### config.mk
export PLATFORM = sky130hd
export DESIGN_NAME = delimited_message_rx_fifo_top
export DESIGN_NICKNAME = d
export VERILOG_FILES = /design/src/hdl/dmrf_pkg.sv /design/src/hdl/dmrf_mem.sv /design/src/hdl/dmrf_core.sv /design/src/hdl/delimited_message_rx_fifo_top.sv
export SDC_FILE = /design/constraint.sdc
export NUM_CORES = 1
export LEC_CHECK = 0
export CAP_MARGIN = 0
export CORE_MARGIN = 3
export CORE_UTILIZATION = 50
export CTS_CLUSTER_DIAMETER = 80
export DETAILED_ROUTE_END_ITERATION = 8
export DONT_BUFFER_PORTS = 1
export GPL_ROUTABILITY_DRIVEN = 0
export HOLD_SLACK_MARGIN = 0.06
export PLACE_DENSITY = 0.68
export SLEW_MARGIN = 20
export SYNTH_ARGS = -nofsm -noshare
export SYNTH_HDL_FRONTEND = slang
export SYNTH_HIERARCHICAL = 1
export SYNTH_SLANG_ARGS = --single-unit
### constraint.sdc
create_clock -name clk -period 6.2 [get_ports clk]
set_clock_uncertainty 0.1 [all_clocks]
set_input_delay 1.24 -clock clk [delete_from_list [all_inputs] [get_ports clk]]
set_output_delay 1.24 -clock clk [all_outputs]
set_load 0.03 [all_outputs]
### src/hdl/dmrf_pkg.sv
`timescale 1ns / 1ps
// ----------------------------------------------------------------------------
// dmrf_pkg
// Shared types and constants for the delimited message receive FIFO.
// ----------------------------------------------------------------------------
package dmrf_pkg;

  localparam int unsigned DEPTH_DEF   = 16;
  localparam logic [7:0]  DELIM_RESET = 8'd36;   // '$'
  localparam logic [7:0]  COUNT_MAX   = 8'hFF;

  typedef enum logic [1:0] {
    CMD_PUSH    = 2'd0,
    CMD_POP     = 2'd1,
    CMD_CONSUME = 2'd2
  } dmrf_cmd_t;

  typedef struct packed {
    logic [7:0] message_count;
    logic       overflowed;
    logic       was_empty;
    logic [7:0] data_out;
  } dmrf_result_t;

endpackage

### src/hdl/dmrf_mem.sv
`timescale 1ns / 1ps
// ----------------------------------------------------------------------------
// dmrf_mem
// Byte store: one write port, one read port with registered read data.
// A write to the address being read is forwarded to the read register.
// ----------------------------------------------------------------------------
module dmrf_mem #(
  parameter int unsigned DEPTH = 16,
  localparam int unsigned AW   = $clog2(DEPTH)
) (
  input  logic          clk,
  input  logic          we,
  input  logic [AW-1:0] waddr,
  input  logic [7:0]    wdata,
  input  logic [AW-1:0] raddr,
  output logic [7:0]    rdata
);

  logic [7:0] mem [DEPTH];
  logic [7:0] rdata_r;

  always_ff @(posedge clk) begin
    if (we) begin
      mem[waddr] <= wdata;
    end
  end

  always_ff @(posedge clk) begin
    if (we && (waddr == raddr)) begin
      rdata_r <= wdata;
    end else begin
      rdata_r <= mem[raddr];
    end
  end

  assign rdata = rdata_r;

endmodule

### src/hdl/dmrf_core.sv
`timescale 1ns / 1ps
// ----------------------------------------------------------------------------
// dmrf_core
// FIFO indices, message counter and the per-command update logic.
// ----------------------------------------------------------------------------
module dmrf_core
  import dmrf_pkg::*;
#(
  parameter int unsigned DEPTH = DEPTH_DEF,
  localparam int unsigned AW   = $clog2(DEPTH)
) (
  input  logic         clk,
  input  logic         rst_n,
  input  logic         fire,
  input  logic [1:0]   cmd,
  input  logic [7:0]   byte_in,
  input  logic [7:0]   delimiter,
  output dmrf_result_t result
);

  localparam logic [AW-1:0] LAST = AW'(DEPTH - 1);

  logic [AW-1:0] wr_idx_r, wr_idx_nxt;
  logic [AW-1:0] rd_idx_r, rd_idx_nxt;
  logic [7:0]    count_r, count_nxt;
  logic [AW-1:0] wr_inc, wr_dec, rd_inc;
  logic          empty, full;
  logic          mem_we;
  logic [AW-1:0] mem_waddr;
  logic [7:0]    mem_wdata;
  logic [7:0]    mem_q;

  assign wr_inc = (wr_idx_r == LAST) ? '0 : wr_idx_r + 1'b1;
  assign wr_dec = (wr_idx_r == '0) ? LAST : wr_idx_r - 1'b1;
  assign rd_inc = (rd_idx_r == LAST) ? '0 : rd_idx_r + 1'b1;
  assign empty  = (wr_idx_r == rd_idx_r);
  assign full   = (wr_inc == rd_idx_r);

  always_comb begin
    wr_idx_nxt = wr_idx_r;
    rd_idx_nxt = rd_idx_r;
    count_nxt  = count_r;
    mem_we     = 1'b0;
    mem_waddr  = wr_idx_r;
    mem_wdata  = byte_in;
    result     = '0;
    result.was_empty = empty;
    case (cmd)
      CMD_PUSH: begin
        if (full) begin
          // no room: terminate the message in the last slot written
          mem_we     = fire;
          mem_waddr  = wr_dec;
          mem_wdata  = delimiter;
          result.overflowed = 1'b1;
          if (count_r != COUNT_MAX) count_nxt = count_r + 8'd1;
        end else begin
          mem_we     = fire;
          wr_idx_nxt = wr_inc;
          if (byte_in == delimiter && count_r != COUNT_MAX) count_nxt = count_r + 8'd1;
        end
      end
      CMD_POP: begin
        if (empty) begin
          result.data_out = delimiter;
        end else begin
          result.data_out = mem_q;
          rd_idx_nxt      = rd_inc;
        end
      end
      CMD_CONSUME: begin
        if (count_r != 8'd0) count_nxt = count_r - 8'd1;
      end
      default: ;
    endcase
    result.message_count = count_nxt;
    if (!fire) begin
      wr_idx_nxt = wr_idx_r;
      rd_idx_nxt = rd_idx_r;
      count_nxt  = count_r;
    end
  end

  always_ff @(posedge clk) begin
    if (!rst_n) begin
      wr_idx_r <= '0;
      rd_idx_r <= '0;
      count_r  <= '0;
    end else begin
      wr_idx_r <= wr_idx_nxt;
      rd_idx_r <= rd_idx_nxt;
      count_r  <= count_nxt;
    end
  end

  // read address runs one step ahead so the head byte is ready next cycle
  dmrf_mem #(
    .DEPTH (DEPTH)
  ) u_mem (
    .clk   (clk),
    .we    (mem_we),
    .waddr (mem_waddr),
    .wdata (mem_wdata),
    .raddr (rd_idx_nxt),
    .rdata (mem_q)
  );

endmodule

### src/hdl/delimited_message_rx_fifo_top.sv
`timescale 1ns / 1ps
// ----------------------------------------------------------------------------
// delimited_message_rx_fifo_top
// Receive FIFO for delimiter-terminated messages, one result per command.
// ----------------------------------------------------------------------------
// Input stream: in_tuser carries the command (push, pop, consume), in_tdata
// the byte to push. Every accepted beat produces exactly one result beat on
// the output stream: popped byte, was-empty and overflow flags and the count
// of complete messages held after the command.
// cfg_wr_en/cfg_wr_data set the delimiter byte (reset value '$'); write it
// only while no command is in flight.
// An input beat reaches its result beat through one input register, then the
// update logic into the result register. One command is taken every cycle
// while the receiver takes results; the byte store's registered read is fed
// from the next read index, so back-to-back pops need no bubble.
// A stalled receiver holds the result register; the input register then
// holds one more beat and in_tready drops until the result is taken.
// Synchronous reset empties the FIFO, clears the message count and restores
// the delimiter; the byte store itself is not cleared.
// ----------------------------------------------------------------------------
module delimited_message_rx_fifo_top
  import dmrf_pkg::*;
#(
  parameter int unsigned DEPTH = DEPTH_DEF
) (
  input  logic        clk,
  input  logic        rst_n,
  input  logic        in_tvalid,
  output logic        in_tready,
  input  logic [7:0]  in_tdata,   // [7:0] data_in
  input  logic [1:0]  in_tuser,   // [1:0] command
  output logic        out_tvalid,
  input  logic        out_tready,
  // [7:0] data_out, [8] was_empty, [9] overflowed, [17:10] message_count,
  // [23:18] zero
  output logic [23:0] out_tdata,
  input  logic        cfg_wr_en,
  input  logic [7:0]  cfg_wr_data
);

  logic         in_valid_r;
  logic [1:0]   in_cmd_r;
  logic [7:0]   in_byte_r;
  logic         out_valid_r;
  dmrf_result_t out_res_r;
  dmrf_result_t result;
  logic [7:0]   delim_r;
  logic         fire;

  assign fire      = in_valid_r && (!out_valid_r || out_tready);
  assign in_tready = !in_valid_r || fire;

  always_ff @(posedge clk) begin
    if (!rst_n) begin
      delim_r <= DELIM_RESET;
    end else if (cfg_wr_en) begin
      delim_r <= cfg_wr_data;
    end
  end

  always_ff @(posedge clk) begin
    if (!rst_n) begin
      in_valid_r <= 1'b0;
    end else if (in_tvalid && in_tready) begin
      in_valid_r <= 1'b1;
    end else if (fire) begin
      in_valid_r <= 1'b0;
    end
  end

  always_ff @(posedge clk) begin
    if (in_tvalid && in_tready) begin
      in_cmd_r  <= in_tuser;
      in_byte_r <= in_tdata;
    end
  end

  always_ff @(posedge clk) begin
    if (!rst_n) begin
      out_valid_r <= 1'b0;
    end else if (fire) begin
      out_valid_r <= 1'b1;
    end else if (out_tready) begin
      out_valid_r <= 1'b0;
    end
  end

  always_ff @(posedge clk) begin
    if (fire) begin
      out_res_r <= result;
    end
  end

  dmrf_core #(
    .DEPTH (DEPTH)
  ) u_core (
    .clk       (clk),
    .rst_n     (rst_n),
    .fire      (fire),
    .cmd       (in_cmd_r),
    .byte_in   (in_byte_r),
    .delimiter (delim_r),
    .result    (result)
  );

  assign out_tvalid = out_valid_r;
  assign out_tdata  = {6'd0, out_res_r};

endmodule

==> results.toml, run 1 <==
[clocking]
numCtsBuffers = 17
postCtsSetupBuffers = 0
cts_sinks = 186
cts_resized = 0
h-tree-depth = 4
insertion_delay_ns = 0.42
cts_hold_buf = 0
path_clk_slew_ns = 0.07
clock_path_buffers = 2
clockRootBuffer = "clkbuf_16"
tritoncts = "yes"

[place]
io_buffers = 0
preCtsSetupSlack_ns = 1.48
place_hpwl_um = 11700

[setup_path]
crit_buf_inv = 1
crit_family = "simple AND/OR/NAND/NOR gates"
cp-startpoint = "u_core/wr_idx_r[0]"
worst_ep_required_time_ns = 6.14
critPathCaptureType = "flip-flop"
cp_max_fo = 16
crit_type = "reg -> reg"
cp.arrival_ns = 4.83
crit_slowest_cell = "o21ai_0"
cpMostUsedCell = "or3_1"
startpoint_type = "flip-flop"
rr_startpoint = "u_core/wr_idx_r[0]"
path_cells = "inv_1 -> ha_1 -> xor2_1 -> or3_1 -> or3_1 -> o21ai_0 -> nand2b_1 -> nor2_1"
critPathMaxStageDelay_ns = 0.99

[die]
fp-row-count = 46
fp.coreArea_sq_um = 16100
die_width_um = 135
initial_core_util_pct = 51.9
fp.dieH_um = 135
fp.dieArea_sq_um = 18300
io_pins = 49

[logic_synthesis]
ys_types = 64
avgSynthCellArea_sq_um = 14.6
synth_warnings = 6
syn_area_sq_um = 8370
async_reset_ff_share_pct = 0
synth_ff_type = "edfxtp_1"
synth_area_leaders = "edfxtp_1, dfxtp_1, mux4_2"
synth.most_common_cell = "edfxtp_1"
synth_top_area_share_pct = 56.0
netlist_top_cells_count = "edfxtp_1, nand2_1, nor2_1, dfxtp_1, clkbuf_1"
synth_top_area_cell = "edfxtp_1"
synth_edf_count = 156
synth-seq-cells = 186
ys_seq_area_share_pct = 63.2
syn_inst = 574

[pwr]
vdd_drop_max_v = 0.000280
power.leakage_nw = 2.94
power_density_nw_per_um2 = 291

[run]
max-cap-violations = 0

[timing]
setup_ws_ns = 1.32
min_period_over_period_pct = 78.8
tightest_slew_ns = 1.13
rsz0062_at_grt = "false"
hold_violations = 0
tns_ns = 0
slew-limit-headroom_pct = 24.0
max_freq_ghz = 0.205
setup-violations-final = 0
fin_crit_ns = 4.88
drv_slew = 0

[layout]
area_delta_synth_final_pct = 7.97
fillers = 1310
drive_above_1_share_pct = 13.2
fin_nets = 585
n_antenna_cell = 0

[drt]
routed_wl_um = 17600
viasPerCell = 6.25
first_pass_iters = 5
wl_per_cell_um = 22.4
drt_iter0_markers = 431
via_count = 4902
antenna_left = 0
drc = 0

[global_routing]
overflow = 0
gr-usage-all-layers_pct = 19.9
grt_pass1_vias = 4713
antenna_found_initial = 0
grt_pass1_wl_um = 27000
grt_max_degree = 33

[outcome]
outcome = "finished, final reports clean"

[min_path]
hp-class = "reg -> reg"
min_from = "in_valid_r"
[state kept, by name, summed over array words and instances, names as in the netlist, named ones only]
name	count
u_core/rd_idx_r	4
u_core/count_r	8
u_core/u_mem/mem	128
out_tdata	18
in_valid_r	1
in_byte_r	8
u_core/wr_idx_r	4
in_cmd_r	2
delim_r	8
out_tvalid	1
[cell usage in the layout (no fill, tap or decap), types with 12 or more instances in the layout]
cell,Yosys,final
edfxtp_1,156,156
mux4_2,18,18
nor2_1,31,31
nand3_1,12,12
mux2i_1,19,19
a22oi_1,16,16
inv_1,14,14
o21ai_0,19,19
nand2_1,32,32
mux4_1,14,14
clkbuf_16,0,17
dfxtp_1,30,29
[area by class of cell]
cell class | count | area (sq um) | area share, %
Clock buffer | 18 | 429 | 4.75
Clock inverter | 14 | 174 | 1.93
Inverter | 14 | 52.6 | 0.582
Multi-Input combinational cell | 334 | 2800 | 31.0
Sequential cell | 186 | 5290 | 58.5
Tap cell | 216 | 270 | 2.99
Timing Repair Buffer | 2 | 15.0 | 0.166
[where the power goes]
group | internal [mW] | total, mW | switching (mW) | leakage [nW]
Combinational | 0.0430 | 0.122 | 0.0795 | 0.987
Clock | 0.636 | 1.09 | 0.458 | 0.282
Sequential | 1.38 | 1.41 | 0.0353 | 1.67
[metrics by stage]
stage / hold slack (ns) / cells / area, sq um / util [%] / power (mW)
6_report: 0.425 / 784 / 9030 / 56.1 / 2.63
5_1_grt: 0.453 / 784 / 9030 / 56.1 / 2.71
4_1_cts: 0.430 / 784 / 9020 / 55.9 / 2.65
3_5_place_dp: 0.413 / 752 / 8410 / 52.2 / 1.56
3_3_place_gp: 0.387 / 752 / 8410 / 52.2 / 1.55
2_1_floorplan: 0.377 / 579 / 8390 / - / 1.53
[worst reg2reg max path, cell delays in order, from the launching register on]
cell and delay, ns:
dfxtp_1 0.49, inv_1 0.18, ha_1 0.38, xor2_1 0.18, or3_1 0.48, or3_1 0.69, o21ai_0 0.99, nand2b_1 0.28
nor2_1 0.74
[metal layers]
layer	global-route usage, %	up-vias	wire length (um)
met5	0	-	0
met4	6.22	0	251
met3	5.31	11	1170
met2	32.4	221	8830
met1	26.5	2475	7320
li1	-	2195	-
[worst paths after layout]
check	end	slack, ns	depth (start not counted)
worst max-delay path	u_core/u_mem/mem[10][4]	1.32	8
worst min-delay path	out_tvalid	0.43	1
worst max register to register	u_core/u_mem/mem[10][4]	1.32	8
worst min register to register	out_tvalid	0.43	1
[cells by family (layout without fill, tap and decap cells)]
family                     Yosys count  count (layout)  share of synthesized area (%)
AOI/OAI and AO/OA                   97              97                           8.20
xor gates and xnor gates            18              18                           1.97
adders and majority gates            7               7                           1.05
buffers and inverters               59              48                           3.81
DFF                                186             186                           63.2
muxes                               61              61                           12.9
other                                1               6                         0.0448
and+or+nand+nor                    145             145                           8.90
(Power assumes the default switching activity.)
==> run 2: changes to the inputs <==
- clock period: 6.2 -> 4.7 ns (I/O delays scaled with it)
==> run 2 against run 1 <==
The flow now finishes with violations (DRC). Sequential share of layout area is 0.33 points lower. First-iteration DRC count is 15% higher. Die area stayed put. Critical path type unchanged. Worst hold slack better by 0.023 ns. Global-route usage hardly changed.
==> results.toml, run 2 (synthesized netlist as in run 1, its figures left out) <==
[min_path]
hp-class = "reg -> reg"
min_from = "in_valid_r"
min_to = "out_tvalid"
hold_depth = 1

[setup_path]
cp.arrival_ns = 4.17
rr_startpoint = "u_core/wr_idx_r[0]"
startpoint_type = "flip-flop"
cp_max_fo = 8
worstRegToRegCells = 9
worstReg2RegEnd = "u_core/u_mem/mem[10][4]"
worst_ep_required_time_ns = 4.65
crit_type = "reg -> reg"
regToRegSetupSlack_ns = 0.48
critPathCaptureType = "flip-flop"

[layout]
area_delta_synth_final_pct = 8.58
utilization_pct = 56.4
fillers = 1296
drive_above_1_share_pct = 14.9
fin_nets = 602
largest_reg_flops = 128
layout_common_cells = "edfxtp_1, nand2_1, nor2_1, dfxtp_1"
regMostFlops = "u_core/u_mem/mem"
n_antenna_cell = 0
final_common_cell = "edfxtp_1"

[clocking]
insertion_delay_ns = 0.42
numCtsBuffers = 17
cts_resized = 0
h-tree-depth = 4
path_clk_slew_ns = 0.07
clockRootBuffer = "clkbuf_16"
clock_path_buffers = 2
tritoncts = "yes"
cts_hold_buf = 0
cts_sinks = 186
postCtsSetupBuffers = 0

[drt]
viasPerCell = 6.12
met3_wirelength_um = 1040
drc = 1
drt_iter0_markers = 496
via_count = 4901
routed_wl_um = 17400
first_pass_iters = 7
antenna_left = 0
wl_per_cell_um = 21.8
wl_met2_um = 8660
top_layer_used = "met5"
drt-met1-wl_um = 7440

[timing]
max_freq_ghz = 0.237
hold_ws_ns = 0.448
min_period_over_period_pct = 89.8
setup_ws_ns = 0.479
setup-violations-final = 0
drv_slew = 0
tightest_slew_ns = 0.725
rsz0062_at_grt = "false"
hold_violations = 0
slew-limit-headroom_pct = 51.5
tns_ns = 0
fin_crit_ns = 4.22

[global_routing]
grt_pass1_wl_um = 27100
grt_pass1_vias = 4748
overflow = 0
gr-usage-all-layers_pct = 19.9
grt_max_degree = 33
antenna_found_initial = 1

[pwr]
vdd_drop_max_v = 0.000323
power_density_nw_per_um2 = 367
power.leakage_nw = 2.98

[outcome]
outcome = "finished, violations left"
violations = "DRC"

[die]
die_width_um = 135
fp.dieH_um = 135
fp.coreArea_sq_um = 16100
fp-row-count = 46
fp.dieArea_sq_um = 18300
io_pins = 49
initial_core_util_pct = 51.9

[place]
place_hpwl_um = 11800
io_buffers = 0
preCtsSetupSlack_ns = 0.518

[run]
max-cap-violations = 0
[run 2: changes by cell type in the layout (fill, tap and decap cells not counted), sizes merged]
cell	delta
inv	+5
buf	+17
clkbuf	+1
clkinvlp	-1
bufinv	-3
clkinv	-2
[run 2: per-stage QoR]
stage	power, mW	area [sq um]	std cells
6_report	3.34	9080	801
5_1_grt	3.45	9080	801
4_1_cts	3.37	9080	801
3_5_place_dp	2.06	8540	769
3_3_place_gp	2.05	8540	769
2_1_floorplan	2.02	8390	579
[run 2: critical path, stage by stage (launching register included)]
cell and delay (ns):
dfxtp_1 0.49, inv_1 0.17, ha_1 0.38, xor2_1 0.17, or3_1 0.47, or3_1 0.54, or4_1 0.50, o21ai_0 0.20
nand3b_1 0.21, nor2_1 0.61
[run 2: how the worst max path moves through the flow]
| stage | start | to | slack, ns |
|---|---|---|---|
| 4_1_cts | u_core/wr_idx_r[0] | u_core/u_mem/mem[10][4] | 0.48 |
| 3_5_place_dp | u_core/wr_idx_r[0] | u_core/u_mem/mem[10][7] | 0.52 |
| 2_1_floorplan | out_tready | u_core/u_mem/mem[0][0] | 0.36 |
| 5_1_grt | u_core/wr_idx_r[0] | u_core/u_mem/mem[10][1] | 0.24 |
| 6_report | u_core/wr_idx_r[0] | u_core/u_mem/mem[10][4] | 0.48 |
| 3_3_place_gp | u_core/wr_idx_r[0] | u_core/u_mem/mem[10][7] | 0.65 |
[run 2: cell type report]
type | count | area (sq um) | share of cell area [%]
clock buffer | 19 | 433 | 4.77
tap | 216 | 270 | 2.97
sequential | 186 | 5290 | 58.2
timing repair buffer | 19 | 143 | 1.57
multi-input combinational | 334 | 2790 | 30.7
inverter | 14 | 52.6 | 0.578
clock inverter | 13 | 110 | 1.21
[run 2: routing by layer]
layer	vias up	GRT usage (%)
li1	2228	-
met1	2477	27.1
met2	178	32.2
met3	16	4.75
met4	2	6.22
met5	-	0
[run 2: power breakdown]
| group | switching (mW) | internal, mW |
|---|---|---|
| logic | 0.106 | 0.0580 |
| clock network | 0.624 | 0.691 |
| registers | 0.0442 | 1.81 |
==> run 3: changes to the inputs <==
- CELL_PAD_IN_SITES_DETAIL_PLACEMENT: not set -> 1
- CELL_PAD_IN_SITES_GLOBAL_PLACEMENT: not set -> 1
- PLACE_DENSITY: 0.68 -> 0.78
==> run 3 against run 2 <==
The run now ends clean. Critical path depth is 1 lower. Maximum frequency is 4.9% lower. Largest power group unchanged. Non-clock buffer count is 5 lower.
==> results.toml, run 3 (synthesized netlist as in run 1, its figures left out) <==
[outcome]
outcome = "finished, final reports clean"

[clocking]
clock_path_buffers = 2
h-tree-depth = 4
insertion_delay_ns = 0.43
numCtsBuffers = 17
cts_sinks = 186
postCtsSetupBuffers = 0
path_clk_slew_ns = 0.07
clockRootBuffer = "clkbuf_16"
tritoncts = "yes"

[setup_path]
worstRegToRegCells = 8
startpoint_type = "flip-flop"
worstReg2RegEnd = "u_core/u_mem/mem[15][3]"
cp.arrival_ns = 4.40
worst_ep_required_time_ns = 4.66
critPathMaxStageDelay_ns = 0.68
path_cells = "inv_1 -> ha_1 -> xor2_1 -> or3_1 -> or3_1 -> o21ai_0 -> nand2_1 -> nor2_1"
regToRegSetupSlack_ns = 0.26
cp_max_fo = 8
rr_startpoint = "u_core/wr_idx_r[0]"
crit_type = "reg -> reg"
crit_slowest_cell = "o21ai_0"
cpMostUsedCell = "or3_1"
critPathCaptureType = "flip-flop"

[global_routing]
grt_max_degree = 33
antenna_found_initial = 0
grt_pass1_wl_um = 32600
gr-usage-all-layers_pct = 24.6
grt_pass1_vias = 5198
overflow = 0

[place]
io_buffers = 0
placedCellCount = 764
dpl_cell_area_sq_um = 8500
place_hpwl_um = 13900

[layout]
fin_nets = 597
layout_common_cells = "edfxtp_1, nand2_1, dfxtp_1, nor2_1"
fillers = 1522
largest_reg_flops = 128
final_cells = 796
final_area_sq_um = 9090
regMostFlops = "u_core/u_mem/mem"
final_common_cell = "edfxtp_1"
drive_above_1_share_pct = 14.7
n_antenna_cell = 0
area_delta_synth_final_pct = 8.61

[min_path]
min_from = "in_valid_r"
hp-class = "reg -> reg"
hold_depth = 1
min_to = "out_tvalid"

[timing]
hold_ws_ns = 0.481
max_freq_ghz = 0.225
setup-violations-final = 0
rsz0062_at_grt = "false"
fin_crit_ns = 4.44
hold_violations = 0
drv_slew = 0
min_period_over_period_pct = 94.4
tns_ns = 0
slew-limit-headroom_pct = 44.5
tightest_slew_ns = 0.830

[die]
initial_core_util_pct = 51.9
fp-row-count = 46
io_pins = 49
fp.coreArea_sq_um = 16100
fp.dieH_um = 135
fp.dieArea_sq_um = 18300
die_width_um = 135

[drt]
via_count = 5192
antenna_left = 0
viasPerCell = 6.52
drt_iter0_markers = 566
drc = 0
routed_wl_um = 21800
wl_per_cell_um = 27.4
first_pass_iters = 6

[pwr]
p_int_mw = 2.66
switchingPower_uw = 795
combPwrFrac_pct = 5.3
power_density_nw_per_um2 = 380
vdd_drop_max_v = 0.000263
seq_power_share_pct = 53.7
netSwitchingFraction_pct = 23.0
power.leakage_nw = 2.97
p_clk_share_pct = 41.0

[run]
max-cap-violations = 0
-- run 3: cell count changes in the layout (fill, tap and decap cells not counted) --
cell / delta
clkinv_2: +2
nor2_1: -3
bufinv_16: +2
buf_4: -5
clkinv_4: -2
inv_8: -1
nor2_2: +3
inv_6: -1
-- run 3: final cells by class --
class	instances	area [sq um]	share of cell area, %
Sequential cell	186	5290	58.2
Multi-Input combinational cell	334	2800	30.8
Clock buffer	19	433	4.76
Tap cell	216	270	2.97
Clock inverter	13	143	1.57
Timing Repair Buffer	14	105	1.16
Inverter	14	52.6	0.578
-- run 3: worst max-delay path: cells and delay by family (launching register included) --
kind,cells,cell delay [ns]
compound gates,1,0.68
xor+xnor,1,0.18
fa+ha+maj,1,0.38
buf+inv,1,0.19
flops,1,0.51
simple gates,4,2.03
-- run 3: per-stage QoR --
step / setup slack (ns) / total power [mW] / util (%)
3_3_place_gp: 0.602 / 2.06 / 52.7
2_1_floorplan: 0.360 / 2.02 / -
3_5_place_dp: 0.368 / 2.07 / 52.7
4_1_cts: 0.242 / 3.47 / 56.3
6_report: 0.262 / 3.46 / 56.4
5_1_grt: 0.0129 / 3.56 / 56.4
-- run 3: power groups by stage --
stage | registers [mW] | logic, mW | clock network (mW)
after global placement | 1.89 | 0.164 | 0
after detailed placement | 1.89 | 0.175 | 0
after floorplan | 1.88 | 0.143 | 0
final | 1.86 | 0.183 | 1.42
after CTS | 1.86 | 0.178 | 1.43
after global routing | 1.86 | 0.197 | 1.50
-- run 3: routing by layer --
metal	vias to the layer above	GRT usage [%]	wire length, um	share of wire, %
li1	2216	-	-	-
met1	2687	32.7	9020	41
met4	0	8.79	651	3.0
met2	242	39.7	10600	49
met3	47	5.98	1540	7.1
met5	-	0	0	0
-- run 3: how the worst max path moves through the flow --
| stage | startpoint | endpoint | slack (ns) | cells past startpoint |
|---|---|---|---|---|
| floorplan | out_tready | u_core/u_mem/mem[0][0] | 0.36 | 7 |
| global placement | u_core/wr_idx_r[0] | u_core/u_mem/mem[2][6] | 0.60 | 9 |
| detailed placement | u_core/wr_idx_r[0] | u_core/u_mem/mem[13][7] | 0.37 | 9 |
| CTS | u_core/wr_idx_r[0] | u_core/u_mem/mem[11][3] | 0.24 | 8 |
| global route | u_core/wr_idx_r[0] | u_core/u_mem/mem[15][0] | 0.01 | 8 |
| finish | u_core/wr_idx_r[0] | u_core/u_mem/mem[15][3] | 0.26 | 8 |
-- run 3: timing repair --
| item | 4_1_cts | 5_1_grt |
|---|---|---|
| hold buffers | 0 | 0 |
| gates resized for setup | 0 | 3 |
| setup endpoints to repair | 0 | 16 |
